File: src/tdpt_pkg.sv
// shared constants and control/status types for the trial division prime test
package tdpt_pkg;

  localparam int VALUE_WIDTH = 32;
  localparam int DIV_WIDTH   = VALUE_WIDTH / 2 + 2;
  localparam int REM_WIDTH   = DIV_WIDTH + 1;
  localparam int SQ_WIDTH    = VALUE_WIDTH + 2;
  localparam int CNT_WIDTH   = $clog2(VALUE_WIDTH);

  localparam logic [DIV_WIDTH-1:0] FIRST_DIVISOR = DIV_WIDTH'(3);
  localparam logic [SQ_WIDTH-1:0]  FIRST_SQUARE  = SQ_WIDTH'(9);
  localparam logic [SQ_WIDTH-1:0]  SQUARE_STEP   = SQ_WIDTH'(4);
  localparam logic [DIV_WIDTH-1:0] DIVISOR_STEP  = DIV_WIDTH'(2);

  typedef struct packed {
    logic load;
    logic start_div;
    logic div_step;
    logic advance;
    logic out_load;
    logic res_val;
  } tdpt_cmd_t;

  typedef struct packed {
    logic n_lt2;
    logic n_is2;
    logic n_even;
    logic sq_gt_n;
    logic rem_zero;
    logic step_last;
  } tdpt_sts_t;

endpackage

File: src/tdpt_ctrl.sv
// controller: sequences classification, bound check, division and result handoff
module tdpt_ctrl import tdpt_pkg::*; (
  input  logic      clk,
  input  logic      rst_n,
  input  logic      in_valid,
  output logic      in_ready,
  output logic      out_valid,
  input  logic      out_ready,
  input  tdpt_sts_t sts,
  output tdpt_cmd_t cmd
);

  typedef enum logic [2:0] {
    IDLE,
    CLASSIFY,
    BOUND,
    DIVIDE,
    EVAL,
    FINISH
  } state_t;

  state_t state_r, state_nxt;
  logic   res_r, res_nxt;
  logic   out_valid_r, out_valid_nxt;

  always_comb begin
    state_nxt     = state_r;
    res_nxt       = res_r;
    out_valid_nxt = out_valid_r && !out_ready;
    cmd           = '0;
    cmd.res_val   = res_r;
    in_ready      = 1'b0;
    case (state_r)
      IDLE: begin
        in_ready = 1'b1;
        if (in_valid) begin
          cmd.load  = 1'b1;
          state_nxt = CLASSIFY;
        end
      end
      CLASSIFY: begin
        if (sts.n_lt2) begin
          res_nxt   = 1'b0;
          state_nxt = FINISH;
        end else if (sts.n_is2) begin
          res_nxt   = 1'b1;
          state_nxt = FINISH;
        end else if (sts.n_even) begin
          res_nxt   = 1'b0;
          state_nxt = FINISH;
        end else begin
          state_nxt = BOUND;
        end
      end
      BOUND: begin
        if (sts.sq_gt_n) begin
          res_nxt   = 1'b1;
          state_nxt = FINISH;
        end else begin
          cmd.start_div = 1'b1;
          state_nxt     = DIVIDE;
        end
      end
      DIVIDE: begin
        cmd.div_step = 1'b1;
        if (sts.step_last) begin
          state_nxt = EVAL;
        end
      end
      EVAL: begin
        if (sts.rem_zero) begin
          res_nxt   = 1'b0;
          state_nxt = FINISH;
        end else begin
          cmd.advance = 1'b1;
          state_nxt   = BOUND;
        end
      end
      FINISH: begin
        if (!out_valid_r || out_ready) begin
          cmd.out_load  = 1'b1;
          out_valid_nxt = 1'b1;
          state_nxt     = IDLE;
        end
      end
      default: begin
        state_nxt = IDLE;
      end
    endcase
  end

  always_ff @(posedge clk) begin
    if (!rst_n) begin
      state_r     <= IDLE;
      res_r       <= 1'b0;
      out_valid_r <= 1'b0;
    end else begin
      state_r     <= state_nxt;
      res_r       <= res_nxt;
      out_valid_r <= out_valid_nxt;
    end
  end

  assign out_valid = out_valid_r;

endmodule

File: config.mk
export PLATFORM = sky130hd
export DESIGN_NAME = tdpt_ctrl
export DESIGN_NICKNAME = d
export VERILOG_FILES = /design/src/tdpt_pkg.sv /design/src/tdpt_ctrl.sv
export SDC_FILE = /design/constraint.sdc
export NUM_CORES = 1
export LEC_CHECK = 0
export ABC_AREA = 1
export BUFFER_PORTS_ARGS = -buffer_cell sky130_fd_sc_hd__buf_4
export CAP_MARGIN = 20
export CELL_PAD_IN_SITES_DETAIL_PLACEMENT = 0
export CELL_PAD_IN_SITES_GLOBAL_PLACEMENT = 1
export CORE_MARGIN = 2
export CORE_UTILIZATION = 29
export DETAILED_ROUTE_END_ITERATION = 10
export HOLD_SLACK_MARGIN = 0.02
export PLACE_DENSITY_LB_ADDON = 0.1
export RECOVER_POWER = 50
export SETUP_SLACK_MARGIN = 0.1
export SLEW_MARGIN = 20
export SYNTH_ARGS = -nofsm -noshare
export SYNTH_HDL_FRONTEND = slang
export SYNTH_SLANG_ARGS = --single-unit
File: constraint.sdc
create_clock -name clk -period 1.6 [get_ports clk]
set_input_delay 0.16 -clock clk [delete_from_list [all_inputs] [get_ports clk]]
set_output_delay 0.16 -clock clk [all_outputs]
set_load 0.005 [all_outputs]
After elaboration in Yosys (flattened, before gate mapping)

Index checks and enable logic that the tools add are counted.

Logic and storage cells: 49
Output and inout bits: 8
Input port bits: 10
Bits in registers: 5

Eq/ne operators: 11
Reduce and logical (&&, ||, !) cells: 8
Multiplexer cells: 27

Operators by type and width:

| operator                                                              | number |
|---|---|
| 3-bit 2-to-1 mux                                                      | 8 |
| 3-bit case mux with 6 select lines                                    | 1 |
| 1-bit 2-to-1 mux                                                      | 17 |
| 2-bit inequality test, second input constant                          | 5 |
| 3-bit by 2-bit equality test with 1-bit output, second input constant | 2 |
| 3-bit equality test, second input constant                            | 2 |
| 4-bit inequality test, second input constant                          | 1 |
| 4-bit AND reduction                                                   | 1 |
| 3-bit by 1-bit equality test with 1-bit output, second input constant | 1 |
| 3-bit zero test                                                       | 1 |
| 1-bit case mux with 3 select lines                                    | 1 |
| 3-bit AND reduction                                                   | 1 |
| 3-bit nonzero test                                                    | 1 |
| 1-bit zero test                                                       | 2 |
| 1-bit logical AND                                                     | 1 |
| 1-bit logical OR                                                      | 1 |

Depth between registers and ports, before layout

Word-level depth: 4
Gate-level depth with buffers: 8

Worst setup path before layout

OpenSTA, ideal clock, no wires.

Path type: flip-flop to flip-flop
Start: register state_r[0]
End: register res_r
Setup slack: 0.599 ns
Data arrival time: 0.888 ns
Setup time: 0.113 ns
Required time: 1.487 ns
Stages on the path, launching flop included: 8
Cells stage by stage: dfxtp_1 -> nor2_2 -> nand3b_1 -> nand2_1 -> nor2_1 -> nand2_1 -> nand2_1 -> nor2_1

Longest elaborated chain between the ends: 3
Elaborated cells on any way between the ends: 9

Ends and longest elaborated chain:

| element                                                                      | line            | source |
|---|---|---|
| from (decl)                                                                  | tdpt_ctrl.sv:22 | `state_t state_r, state_nxt;` |
| from (signal assigned)                                                       | tdpt_ctrl.sv:98 | `state_r <= state_nxt;` |
| 3-bit by 1-bit equality test with 1-bit output, or another cell as far along | tdpt_ctrl.sv:33 | `case (state_r)` |
| 4-bit inequality test (no line), or another cell as far along                | n/a             |  |
| 4-bit AND reduction (no line)                                                | n/a             |  |
| to (signal assigned)                                                         | tdpt_ctrl.sv:99 | `res_r <= res_nxt;` |
| to (decl)                                                                    | tdpt_ctrl.sv:23 | `logic res_r, res_nxt;` |

Several ways; a longest one is shown, not always the timed one.
A chain may end at the register's enable or synchronous reset.

==> summary.md <==
| Metric | Value |
|---|---|
| Final Net Count | 98 |
| Sequential share of the synthesized area | 26.2% |
| Root Driver | sky130_fd_sc_hd__clkbuf_4 |
| GRT Util Overall | 14.1% |
| Number of buffers and inverters on the critical path | 1 |
| Worst max-slew margin expressed relative to the limit | 81.5% |
| Postcts setup bufs | 0 |
| Cell taking the most area after synthesis | sky130_fd_sc_hd__dfxtp_1 |
| Avg Synthesized Cell Area | 5.70 um^2 |
| Max FO, Critical Path | 7 |
| Setup repair after global routing missed its margin | no |
| Clk network pwr share | 30.6% |
| Switching power | 0.157 mW |
| Maximum number of pins on one net before global-route repair | 8 |
| Maximum capacitance violations | 0 |
| Share of power burned in combinational logic | 35.5% |
| Top-Level Pins | 18 |
| Number of iterations in the first detailed-routing pass | 4 |
| Slowest-stage cell, CP | sky130_fd_sc_hd__dfxtp_1 |
| Path class of the lowest-slack min-delay path | input pin to register |
| CP top delay family | flip-flops |
| Antenna diode count | 0 |
| Worst setup EP type | primary output |
| PostCTS Resize Cnt | 0 |
| Routed length per placed instance | 8.68 um |
| Worst-path cell chain | nand3_1 > a21oi_1 > buf_4 |
| Most common cell after layout, fill and taps aside | sky130_fd_sc_hd__nand2_1 |
| Startpoint kind of the worst setup timing path | register |
| Die X | 40.3 um |
| Full die area | 1620 um^2 |
| Highest clock rate | 737 MHz |
| Worst Reg2Reg Path Length in Cells | 5 |
| Wire length of the first global-routing pass | 1.51 mm |
| CTS Sinks | 5 |
| Number of buffers inserted by port buffering | 17 |
| Routed vias/inst | 4.32 |
| Initial cell density of the core | 30.1% |
| Count of mapped cells out of synthesis | 67 |
| Arrival time of data at the critical path endpoint | 1.20 ns |
| CP required | 1.44 ns |
| Top cells by area, synth | sky130_fd_sc_hd__dfxtp_1, sky130_fd_sc_hd__nand2_1, sky130_fd_sc_hd__inv_1 |
| CTS Hold Bufs | 0 |
| Switching Fraction | 33.3% |
| Share of final-layout standard cells stronger than drive strength 1 | 31.0% |
| Final number of setup-violating endpoints | 0 |
| Pleak | 0.327 nW |
| Netlist area before placement | 382 um^2 |
| Placer Congestion | 0.775 |
| Total global routing overflow | 0 |
| Worst hold slack across all endpoints | 0.120 ns |
| Post-route insts no fill | 102 |
| Post-CTS clock slew at the launch and capture registers of the worst setup and hold paths | 0.04 ns |
| Min Clock Period, post-route | 1.36 ns |
| Detail Placement HPWL | 738 um |
| Delay of the slowest critical-path stage | 0.47 ns |
| Routed via count | 441 |
| Crit path depth | 3 |
| Count of distinct cell types in the synthesized netlist | 14 |
| Number of stages on the worst hold path | 3 |
| Hold violation total from the final report | 0 |
| Area added between synthesis and finish | 42.0% |
| Sequential share of power | 33.9% |
| Worst slew pin tran | 0.277 ns |
| Insertion delay of the later-clocked pin in the worst-skew pair | 0.24 ns |
| Sum of routed wire length over all layers | 885 um |
| Count of warnings emitted by yosys | 0 |
| Max Transition Viols Final | 0 |
| Initial drt markers | 12 |
| TritonCTS clock tree | yes |
| Worst vdd rail ir drop | 0.331 mV |
| Count of antenna-violating nets left after detailed routing | 0 |
| Chip height | 40.3 um |
| Result of the run | complete, no violations |
| Finished Core Util | 42.7% |
| Total power per unit cell area | 868 nW/um^2 |
| Setup Skew | 0.00104 ns |
| Number of global-route vias before repair | 389 |
| Maximum clock path buffer count | 2 |
| Drt drc | 0 |
| Initial antenna violation count | 0 |
| Leading cell types in the layout, fill and taps excluded | sky130_fd_sc_hd__nand2_1, sky130_fd_sc_hd__buf_4, sky130_fd_sc_hd__inv_1 |
| Cell Rows | 13 |
| Fraction of synthesized cell area taken by the top area cell type | 26.2% |
| Ratio of final minimum period to clock period | 84.8% |
| Area of the core region | 1270 um^2 |
| Critical Setup Path Class | register to primary output |
| Number of placed cells counting well taps | 98 |
| Number of synthesized register bits | 5 |
| Int Pwr | 0.314 mW |
| Total negative slack | 0 ns |
| Number of CTS-inserted buffers | 3 |
| Post-synthesis net count | 77 |
| CTS H-Tree Depth | 1 |
==> worst paths after layout <==
path	start	end	slack, ns
setup / recovery	state_r[2]$_SDFFE_PN0P_	cmd[1]	0.24
hold / removal	rst_n	state_r[1]$_SDFFE_PN0P_	0.12
hold reg to reg	res_r$_SDFFE_PN0P_	res_r$_SDFFE_PN0P_	0.48
setup reg to reg	state_r[2]$_SDFFE_PN0P_	state_r[0]$_SDFFE_PN0P_	0.42
==> cells by family after synthesis <==
group / share of synthesized area, %
simple gates: 47.9
buf+inv: 16.7
compound gates: 9.18
flops: 26.2
==> stage by stage <==
step	area (um^2)	total power [mW]	setup slack (ns)
floorplan	382	0.266	0.599
global placement	520	0.335	0.436
detailed placement	520	0.332	0.458
CTS	547	0.482	0.279
global route	542	0.515	0.152
finish	542	0.470	0.242
==> flip-flops by register name (all words and copies together) (netlist names) <==
name and cells:
out_valid 1, res_r 1, state_r 3
==> power by group through the flow <==
stage	logic, mW	registers (mW)	clock network, mW
after floorplan	0.107	0.159	0
after global placement	0.171	0.163	0
after detailed placement	0.169	0.163	0
after CTS	0.169	0.161	0.151
after global routing	0.192	0.162	0.160
final	0.167	0.159	0.144
==> worst min-delay path, delay by kind of cell <==
kind	cells	cell delay, ns
buf+inv	2	0.13
simple gates	1	0.04
==> synth_stat cells <==
cell	number
sky130_fd_sc_hd__nand2_1	16
sky130_fd_sc_hd__nand3_2	2
sky130_fd_sc_hd__inv_2	2
sky130_fd_sc_hd__nor2_2	4
sky130_fd_sc_hd__buf_4	1
sky130_fd_sc_hd__nand3_1	6
sky130_fd_sc_hd__inv_1	12
sky130_fd_sc_hd__dfxtp_1	5
sky130_fd_sc_hd__nand3b_1	1
sky130_fd_sc_hd__a21oi_1	4
sky130_fd_sc_hd__o21ai_0	3
sky130_fd_sc_hd__nor2_1	9
sky130_fd_sc_hd__or2_1	1
sky130_fd_sc_hd__clkinv_1	1
==> metal layers <==
metal | global-route usage, % | part of all wire (%) | vias to the layer above
li1 | - | - | 241
met5 | 0 | 0 | -
met2 | 23.0 | 45 | 14
met3 | 3.33 | 5.2 | 2
met4 | 7.50 | 1.7 | 0
met1 | 17.0 | 48 | 184
==> cell type report <==
type                    instances  area [um^2]
multi-input cells              46          213
flip-flops and latches          5          100
well taps                      15         18.8
repair buffers                 17          128
fillers                       167          727
clock buffers                   4         26.3
inverters                      15         56.3
Note: power is estimated with default switching activity, not from simulation.
